**src/design/ucv_pkg.sv**
```systemverilog
// Shared types and byte constants for the UTF-8 name component validator.
`timescale 1ns / 1ps

package ucv_pkg;

    localparam int unsigned BYTE_W = 8;

    localparam logic [BYTE_W-1:0] CTRL_LIMIT = 8'h20;
    localparam logic [BYTE_W-1:0] DEL_BYTE   = 8'h7f;
    localparam logic [BYTE_W-1:0] BSLASH     = 8'h5c;
    localparam logic [BYTE_W-1:0] ASCII_TOP  = 8'h80;
    localparam logic [BYTE_W-1:0] CONT_MASK  = 8'hc0;
    localparam logic [BYTE_W-1:0] CONT_LO    = 8'h80;
    localparam logic [BYTE_W-1:0] CONT_HI    = 8'hbf;
    localparam logic [BYTE_W-1:0] LEAD2_LO   = 8'hc2;
    localparam logic [BYTE_W-1:0] LEAD2_HI   = 8'hdf;
    localparam logic [BYTE_W-1:0] LEAD3_LO   = 8'he0;
    localparam logic [BYTE_W-1:0] LEAD3_HI   = 8'hef;
    localparam logic [BYTE_W-1:0] LEAD_ED    = 8'hed;
    localparam logic [BYTE_W-1:0] LEAD4_LO   = 8'hf0;
    localparam logic [BYTE_W-1:0] LEAD4_HI   = 8'hf4;
    localparam logic [BYTE_W-1:0] E0_CONT_LO = 8'ha0;
    localparam logic [BYTE_W-1:0] ED_CONT_HI = 8'h9f;
    localparam logic [BYTE_W-1:0] F0_CONT_LO = 8'h90;
    localparam logic [BYTE_W-1:0] F4_CONT_HI = 8'h8f;

    localparam logic [1:0] PEND_NONE = 2'd0;
    localparam logic [1:0] PEND_ONE  = 2'd1;
    localparam logic [1:0] PEND_TWO  = 2'd2;
    localparam logic [1:0] PEND_THREE = 2'd3;

    // Allowed range of the first continuation byte after a lead byte.
    typedef enum logic [2:0] {
        RNG_ANY = 3'd0,
        RNG_E0  = 3'd1,
        RNG_ED  = 3'd2,
        RNG_F0  = 3'd3,
        RNG_F4  = 3'd4
    } rng_t;

    // Classified beat as it travels from the front end to the checker.
    typedef struct packed {
        logic       cont_any;
        logic       cont_e0;
        logic       cont_ed;
        logic       cont_f0;
        logic       cont_f4;
        logic       lead_bad;
        logic [1:0] lead_pend;
        rng_t       lead_rng;
        logic       last;
    } cls_t;

    typedef struct packed {
        logic full;
        logic empty;
    } q_stat_t;

endpackage

```
**src/design/ucv_classify.sv**
```systemverilog
// Front end: classify one input byte as lead or continuation.
`timescale 1ns / 1ps

module ucv_classify (
    input  logic [7:0]  data_byte,
    input  logic        last_byte,
    output ucv_pkg::cls_t cls
);
    import ucv_pkg::*;

    logic is_cont;

    assign is_cont = (data_byte & CONT_MASK) == CONT_LO;

    always_comb begin
        cls           = '0;
        cls.last      = last_byte;
        cls.cont_any  = is_cont;
        cls.cont_e0   = data_byte >= E0_CONT_LO && data_byte <= CONT_HI;
        cls.cont_ed   = data_byte >= CONT_LO && data_byte <= ED_CONT_HI;
        cls.cont_f0   = data_byte >= F0_CONT_LO && data_byte <= CONT_HI;
        cls.cont_f4   = data_byte >= CONT_LO && data_byte <= F4_CONT_HI;
        cls.lead_pend = PEND_NONE;
        cls.lead_rng  = RNG_ANY;
        cls.lead_bad  = 1'b0;
        priority if (data_byte < CTRL_LIMIT || data_byte == DEL_BYTE
                     || data_byte == BSLASH) begin
            cls.lead_bad = 1'b1;
        end else if (data_byte < ASCII_TOP) begin
            cls.lead_pend = PEND_NONE;
        end else if (data_byte >= LEAD2_LO && data_byte <= LEAD2_HI) begin
            cls.lead_pend = PEND_ONE;
        end else if (data_byte >= LEAD3_LO && data_byte <= LEAD3_HI) begin
            cls.lead_pend = PEND_TWO;
            if (data_byte == LEAD3_LO) begin
                cls.lead_rng = RNG_E0;
            end else if (data_byte == LEAD_ED) begin
                cls.lead_rng = RNG_ED;
            end
        end else if (data_byte >= LEAD4_LO && data_byte <= LEAD4_HI) begin
            cls.lead_pend = PEND_THREE;
            if (data_byte == LEAD4_LO) begin
                cls.lead_rng = RNG_F0;
            end else if (data_byte == LEAD4_HI) begin
                cls.lead_rng = RNG_F4;
            end
        end else begin
            cls.lead_bad = 1'b1;
        end
    end

endmodule

```
**src/design/ucv_queue.sv**
```systemverilog
// Two-entry queue of classified beats between front end and checker.
`timescale 1ns / 1ps

module ucv_queue (
    input  logic            aclk,
    input  logic            aresetn,
    input  logic            push,
    input  ucv_pkg::cls_t   push_data,
    input  logic            pop,
    output ucv_pkg::cls_t   head,
    output ucv_pkg::q_stat_t stat
);
    import ucv_pkg::*;

    localparam int unsigned DEPTH = 2;
    localparam int unsigned PTR_W = $clog2(DEPTH);
    localparam int unsigned CNT_W = $clog2(DEPTH + 1);

    cls_t             mem_reg [DEPTH];
    logic [PTR_W-1:0] wr_ptr_reg, wr_ptr_next;
    logic [PTR_W-1:0] rd_ptr_reg, rd_ptr_next;
    logic [CNT_W-1:0] count_reg, count_next;
    logic             do_push, do_pop;

    assign stat.full  = count_reg == CNT_W'(DEPTH);
    assign stat.empty = count_reg == '0;
    assign do_push    = push && !stat.full;
    assign do_pop     = pop && !stat.empty;
    assign head       = mem_reg[rd_ptr_reg];

    always_comb begin
        wr_ptr_next = do_push ? PTR_W'(wr_ptr_reg + 1'b1) : wr_ptr_reg;
        rd_ptr_next = do_pop  ? PTR_W'(rd_ptr_reg + 1'b1) : rd_ptr_reg;
        count_next  = count_reg;
        if (do_push && !do_pop) begin
            count_next = CNT_W'(count_reg + 1'b1);
        end else if (do_pop && !do_push) begin
            count_next = CNT_W'(count_reg - 1'b1);
        end
    end

    always_ff @(posedge aclk) begin
        if (!aresetn) begin
            wr_ptr_reg <= '0;
            rd_ptr_reg <= '0;
            count_reg  <= '0;
        end else begin
            wr_ptr_reg <= wr_ptr_next;
            rd_ptr_reg <= rd_ptr_next;
            count_reg  <= count_next;
        end
    end

    always_ff @(posedge aclk) begin
        if (do_push) begin
            mem_reg[wr_ptr_reg] <= push_data;
        end
    end

endmodule

```
**src/design/ucv_check.sv**
```systemverilog
// Back end: sequence state, sticky failure and verdict output register.
`timescale 1ns / 1ps

module ucv_check (
    input  logic          aclk,
    input  logic          aresetn,
    input  ucv_pkg::cls_t head,
    input  logic          head_valid,
    output logic          pop,
    output logic          m_tvalid,
    input  logic          m_tready,
    output logic          verdict
);
    import ucv_pkg::*;

    logic [1:0] pend_reg, pend_next;
    rng_t       rng_reg, rng_next;
    logic       failed_reg, failed_next;
    logic       out_valid_reg, out_valid_next;
    logic       verdict_reg, verdict_next;
    logic       out_free, cont_ok;

    assign out_free = !out_valid_reg || m_tready;
    // Hold a last beat in the queue until the output slot frees up.
    assign pop      = head_valid && (!head.last || out_free);
    assign m_tvalid = out_valid_reg;
    assign verdict  = verdict_reg;

    always_comb begin
        unique case (rng_reg)
            RNG_E0:  cont_ok = head.cont_e0;
            RNG_ED:  cont_ok = head.cont_ed;
            RNG_F0:  cont_ok = head.cont_f0;
            RNG_F4:  cont_ok = head.cont_f4;
            default: cont_ok = head.cont_any;
        endcase
    end

    always_comb begin
        pend_next      = pend_reg;
        rng_next       = rng_reg;
        failed_next    = failed_reg;
        out_valid_next = out_valid_reg && !m_tready;
        verdict_next   = verdict_reg;
        if (pop) begin
            if (pend_reg != PEND_NONE) begin
                rng_next = RNG_ANY;
                if (cont_ok) begin
                    pend_next = 2'(pend_reg - 1'b1);
                end else begin
                    failed_next = 1'b1;
                    pend_next   = PEND_NONE;
                end
            end else begin
                rng_next = head.lead_rng;
                if (head.lead_bad) begin
                    failed_next = 1'b1;
                end else begin
                    pend_next = head.lead_pend;
                end
            end
            if (head.last) begin
                out_valid_next = 1'b1;
                verdict_next   = !failed_next && pend_next == PEND_NONE;
                pend_next      = PEND_NONE;
                rng_next       = RNG_ANY;
                failed_next    = 1'b0;
            end
        end
    end

    always_ff @(posedge aclk) begin
        if (!aresetn) begin
            pend_reg      <= PEND_NONE;
            rng_reg       <= RNG_ANY;
            failed_reg    <= 1'b0;
            out_valid_reg <= 1'b0;
        end else begin
            pend_reg      <= pend_next;
            rng_reg       <= rng_next;
            failed_reg    <= failed_next;
            out_valid_reg <= out_valid_next;
        end
    end

    always_ff @(posedge aclk) begin
        verdict_reg <= verdict_next;
    end

endmodule

```
**src/design/utf8_name_component_validator_unit.sv**
```systemverilog
// Top level of the streaming UTF-8 file-name component validator.
`timescale 1ns / 1ps

// Usage:
// - Slave channel (s_): one byte of a name component per beat; s_tlast marks
//   the final byte of the component.
// - Master channel (m_): one beat per component, sent after its last byte;
//   m_tdata[0] is 1 when the component is strict UTF-8 with no control byte,
//   DEL or backslash and no sequence left open, else 0.
// - Throughput: one byte per cycle, sustained, while the receiver keeps up.
//   Each byte costs one update of the sequence state in the checker.
// - Path of a last byte: it is classified and written into the queue; the
//   checker then pops it and registers its verdict once the output slot frees.
// - A two-beat queue sits between the classifier and the checker. When the
//   receiver stalls, the checker keeps consuming non-last bytes and holds a
//   last byte in the queue until the verdict register frees; s_tready drops
//   only when the queue is full.
// - Reset (aresetn low at a clock edge) empties the queue, drops any pending
//   verdict and returns the sequence state to its idle value.
module utf8_name_component_validator_unit (
    input  logic       aclk,
    input  logic       aresetn,
    input  logic       s_tvalid,
    output logic       s_tready,
    input  logic [7:0] s_tdata,   // [7:0] data_byte
    input  logic       s_tlast,   // last_byte
    output logic       m_tvalid,
    input  logic       m_tready,
    output logic [7:0] m_tdata    // [0] component_valid, [7:1] zero
);
    import ucv_pkg::*;

    cls_t    cls;
    cls_t    head;
    q_stat_t q_stat;
    logic    pop;
    logic    verdict;

    // Classify on the way in; the queue stores the classified beat.
    ucv_classify u_classify (
        .data_byte (s_tdata),
        .last_byte (s_tlast),
        .cls       (cls)
    );

    ucv_queue u_queue (
        .aclk      (aclk),
        .aresetn   (aresetn),
        .push      (s_tvalid),
        .push_data (cls),
        .pop       (pop),
        .head      (head),
        .stat      (q_stat)
    );

    // Advance sequence state and register the verdict.
    ucv_check u_check (
        .aclk       (aclk),
        .aresetn    (aresetn),
        .head       (head),
        .head_valid (!q_stat.empty),
        .pop        (pop),
        .m_tvalid   (m_tvalid),
        .m_tready   (m_tready),
        .verdict    (verdict)
    );

    assign s_tready = !q_stat.full;
    assign m_tdata  = {7'b0, verdict};

`ifndef SYNTHESIS
    a_queue_status: assert property (@(posedge aclk) disable iff (!aresetn)
        !(q_stat.full && q_stat.empty))
        else $error("queue reports full and empty at once");

    a_reset_clears: assert property (@(posedge aclk)
        !aresetn |=> !m_tvalid && q_stat.empty)
        else $error("reset left a verdict or queued beat");

    a_push_lands: assert property (@(posedge aclk) disable iff (!aresetn)
        s_tvalid && s_tready |=> !q_stat.empty)
        else $error("accepted beat missing from queue");

    a_pop_nonempty: assert property (@(posedge aclk) disable iff (!aresetn)
        pop |-> !q_stat.empty)
        else $error("checker popped an empty queue");
`endif

endmodule
```
**config.mk**
```make
export PLATFORM = sky130hd
export DESIGN_NAME = utf8_name_component_validator_unit
export DESIGN_NICKNAME = d
export VERILOG_FILES = /design/src/design/ucv_pkg.sv /design/src/design/ucv_classify.sv /design/src/design/ucv_queue.sv /design/src/design/ucv_check.sv /design/src/design/utf8_name_component_validator_unit.sv
export SDC_FILE = /design/constraint.sdc
export NUM_CORES = 1
export LEC_CHECK = 0
export BUFFER_PORTS_ARGS = -buffer_cell sky130_fd_sc_hd__buf_2
export CAP_MARGIN = 20
export CELL_PAD_IN_SITES_DETAIL_PLACEMENT = 0
export CELL_PAD_IN_SITES_GLOBAL_PLACEMENT = 1
export CORE_AREA = 2 2 74 76
export DETAILED_ROUTE_END_ITERATION = 10
export DIE_AREA = 0 0 76 78
export PLACE_DENSITY_LB_ADDON = 0.1
export SLEW_MARGIN = 5
export SYNTH_ARGS = -nofsm -noshare
export SYNTH_HDL_FRONTEND = slang
export SYNTH_SLANG_ARGS = --single-unit
```
**constraint.sdc**
```tcl
create_clock -name aclk -period 2.3 [get_ports aclk]
set_input_delay 0.23 -clock aclk [delete_from_list [all_inputs] [get_ports aclk]]
set_output_delay 0.23 -clock aclk [all_outputs]
set_load 0.02 [all_outputs]
```
==> parameters.txt <==
Parameter                              Value

STA
  Final-report hold violation count ... 0
  Max transition margin ... a little over three fifths
  Highest clock frequency the design can meet ... 523 MHz
  Final setup violation count ... 0
  Total count of max-transition violations in the final report ... 0
  Setup TNS after final layout ... 0 ps
  Setup skew after layout ... 4.63 ps
  Minimum clock period after layout ... 1910 ps
  Unrepaired setup endpoints after global routing ... false
  Final hold slack ... 139 ps
  Part of the cycle the worst path needs ... 83.1%
  Slew at the pin closest to its max-slew limit ... 560 ps

Yosys
  Primary flip-flop cell chosen by synthesis mapping ... sky130_fd_sc_hd__edfxtp_1
  Portion of netlist area occupied by mux cells ... 6.53%
  Cell count after synthesis ... approximately 160
  Average footprint of a synthesized cell ... 11.9 um^2
  Yosys warns ... 0
  Distinct cells, synth ... 55
  Post-Synth Adder-Cell Area ... 1.29%
  Area share of and/or/nand/nor cells after synthesis ... 19.9%
  Synth Cell Area ... 0.00194 mm^2
  Area fraction in compound gates after synthesis ... a little under an eighth
  Dominant combinational cell family by area after synthesis ... simple AND/OR/NAND/NOR gates
  Post-synthesis sequential element count ... 37
  Sequential element share of the synthesized area ... 51.2%
  EDFF count, synth ... 25
  Post-synth ARST share ... 0%
  Xor-xnor portion of the synthesized cell area ... 1.81%

Worst setup path
  Worst setup path category ... reg -> reg
  WP data arrival ... 1950 ps
  Max FO, Critical Path ... 13
  Number of cells on the worst reg-to-reg path ... 5
  Worst setup EP type ... flip-flop
  Minimum setup slack among reg-to-reg paths ... 390 ps
  Startpoint kind of the worst setup timing path ... flip-flop
  R2R Path End ... u_check.verdict
  Required time at the worst-slack endpoint ... 2340 ps

Clocking
  Hold-fix buffers, CTS ... 0
  Bufs on Longest Clock Path ... 2
  Clock tree from TritonCTS ... done
  Root buf cell ... sky130_fd_sc_hd__clkbuf_8
  Clock slew at the register clock pins of the worst setup and hold paths ... 70 ps
  Num Clock Sinks ... 37
  Deepest level of the CTS H-tree ... 2
  Post-CTS setup buffer count ... 0
  Clock buffers created by TritonCTS ... 5
  Clock latency at the later pin of the worst-skew pair ... 290 ps
  Resized cells post-CTS ... 0

Global routing
  First-pass GRT wire length ... 5780 um
  Antenna violations before repair ... 0
  Largest net degree at the start of global routing ... 14
  Combined global-route utilization of all metal layers ... 12.3%
  Vias in the first global route ... about 1200
  Total grt overflow ... 0

Layout
  Number of flip-flops under the largest register name ... 24
  Final Core Density ... 42.6%
  Syn-to-layout area delta ... 10.9%
  Number of diodes added for antenna fixing ... 0
  NumNets Final ... 192
  Final non-filler cell total ... around 250
  Post-route cell area ... 0.00215 mm^2
  Layout cells sized above 1 ... 23.0%

Drt
  Via count ... roughly 1200
  Wire length reported by the detailed router ... 3260 um
  Vias/cell ... 4.99
  Routed wirelength normalized by instance count ... between 10 and 15 um
  Count of TritonRoute iterations in the first routing pass ... 4
  Remaining routing DRC violations ... 0
  Iteration-0 DRC Markers ... between 90 and 100
  ANT nets after route ... 0

Floorplanning
  I/O pin count ... 23
  Die boundary width ... 76 um
  Row count ... 26
  Die Y ... 78 um
  Core box area ... 0.00504 mm^2
  Die Outline Area ... 0.00593 mm^2
  Initial cell density of the core ... between 30% and 40%

Worst hold path
  WHS Path Cells ... 1
  Worst hold-check path type ... in -> reg
  Origin of the worst min-delay path ... s_tlast
  Hold Crit Endpoint ... u_queue.mem_reg[1][0]

Power and ir drop
  Peak supply drop ... 0.313 mV
  Power per standard cell area ... 1130 mW/mm^2
  Leak ... roughly 0.8 nW

Outcome
  Status ... complete, no violations

Flow run
  Maximum Capacitance Violations ... 0

Placement
  HPWL after detailed placement ... 2450 um
  Number of port buffers ... 15
  Gp weighted congestion ... 0.762
  Number of placed cells counting well taps ... 240
  Placement-stage cell area ... 0.00201 mm^2
==> kinds of logic (layout without fill, tap and decap cells) <==
| group | after synthesis | count (layout) |
|---|---|---|
| adders and majority gates | 2 | 2 |
| xor gates and xnor gates | 4 | 4 |
| muxes | 10 | 10 |
| and+or+nand+nor | 62 | 62 |
| buffers and inverters | 21 | 30 |
| other | 1 | 7 |
| AOI/OAI and AO/OA | 26 | 26 |
| DFF | 37 | 37 |
==> worst max-delay path by stage <==
stage	from	endpoint	slack (ps)
final	flip-flop	u_check.verdict	390
after global placement	flip-flop	u_check.verdict	460
after detailed placement	flip-flop	u_check.verdict	400
after floorplan	flip-flop	u_queue.count_reg[1]	510
after global routing	flip-flop	u_check.verdict	290
after CTS	flip-flop	u_check.verdict	390
==> through the flow <==
stage / power [mW] / worst slack (ps)
floorplan: 1.68 / 510
global placement: 1.77 / 458
detailed placement: 1.80 / 404
CTS: 2.46 / 388
global route: 2.60 / 287
finish: 2.43 / 389
==> cell type report <==
cell class,instances,area [um^2]
clock inverters,3,65.1
multi-input cells,111,826
inverters,5,18.8
flip-flops and latches,37,991
clock buffers,5,68.8
fillers,498,2900
well taps,70,87.6
repair buffers,17,90.1
==> worst max-delay path: stages, from the launching register on <==
cell and delay (ps):
sky130_fd_sc_hd__dfxtp_1 400, sky130_fd_sc_hd__buf_4 250, sky130_fd_sc_hd__mux2_2 360, sky130_fd_sc_hd__a32oi_2 220, sky130_fd_sc_hd__nand4b_1 180, sky130_fd_sc_hd__and4bb_1 260
==> cells in the final DEF (no fill, tap or decap), types with 3 or more instances in the layout <==
| master | synthesis | layout |
|---|---|---|
| sky130_fd_sc_hd__edfxtp_1 | 25 | 25 |
| sky130_fd_sc_hd__buf_2 | 0 | 15 |
| sky130_fd_sc_hd__dfxtp_1 | 12 | 12 |
| sky130_fd_sc_hd__nor2_1 | 10 | 10 |
| sky130_fd_sc_hd__nand2_1 | 8 | 8 |
| sky130_fd_sc_hd__conb_1 | 1 | 7 |
| sky130_fd_sc_hd__o21ai_0 | 6 | 6 |
| sky130_fd_sc_hd__inv_1 | 5 | 5 |
| sky130_fd_sc_hd__nor3_1 | 5 | 5 |
| sky130_fd_sc_hd__and2_1 | 5 | 5 |
| sky130_fd_sc_hd__or3_1 | 5 | 5 |
| sky130_fd_sc_hd__clkbuf_8 | 0 | 5 |
| sky130_fd_sc_hd__nand4b_1 | 4 | 4 |
| sky130_fd_sc_hd__mux2i_1 | 4 | 4 |
| sky130_fd_sc_hd__a21boi_0 | 4 | 4 |
| sky130_fd_sc_hd__nand2b_1 | 3 | 3 |
| sky130_fd_sc_hd__nand3b_1 | 3 | 3 |
| sky130_fd_sc_hd__xnor2_1 | 3 | 3 |
| sky130_fd_sc_hd__mux2_2 | 3 | 3 |
==> layer usage <==
layer | share of wire, % | track usage, %
met1 | 46 | 15.4
met2 | 48 | 19.6
met3 | 4.4 | 3.49
met4 | 2.5 | 6.00
met5 | 0 | 0
==> cells in the mapped netlist, types with 2 or more instances <==
cell type / instances / area share [%]
sky130_fd_sc_hd__or3_1: 5 / 1.6
sky130_fd_sc_hd__nand2_1: 8 / 1.6
sky130_fd_sc_hd__a32oi_2: 2 / 1.7
sky130_fd_sc_hd__xnor2_1: 3 / 1.4
sky130_fd_sc_hd__a21boi_0: 4 / 1.6
sky130_fd_sc_hd__nand4_1: 2 / 0.65
sky130_fd_sc_hd__and2_2: 2 / 0.78
sky130_fd_sc_hd__dfxtp_1: 12 / 12
sky130_fd_sc_hd__nor2_1: 10 / 1.9
sky130_fd_sc_hd__clkbuf_1: 5 / 0.97
sky130_fd_sc_hd__and3_1: 2 / 0.65
sky130_fd_sc_hd__nor3_1: 5 / 1.3
sky130_fd_sc_hd__inv_1: 5 / 0.97
sky130_fd_sc_hd__mux2i_1: 4 / 2.1
sky130_fd_sc_hd__nand3b_1: 3 / 1.2
sky130_fd_sc_hd__mux2_4: 2 / 1.6
sky130_fd_sc_hd__buf_4: 8 / 3.1
sky130_fd_sc_hd__ha_1: 2 / 1.3
sky130_fd_sc_hd__nand2b_1: 3 / 0.97
sky130_fd_sc_hd__a32o_1: 2 / 1.0
sky130_fd_sc_hd__and2_1: 5 / 1.6
sky130_fd_sc_hd__nor4_1: 2 / 0.65
sky130_fd_sc_hd__o21ai_0: 6 / 1.6
sky130_fd_sc_hd__edfxtp_1: 25 / 39
sky130_fd_sc_hd__nand4b_1: 4 / 1.8
sky130_fd_sc_hd__mux2_2: 3 / 1.7
==> power by group <==
part           leakage (nW)  internal (mW)  switching, mW  total, mW
sequential            0.338          0.871          0.101      0.972
clock                0.0681          0.430          0.223      0.653
combinational         0.380          0.383          0.418      0.801
total                 0.787           1.68          0.742       2.43
Note: power is estimated with default switching activity, not from simulation.
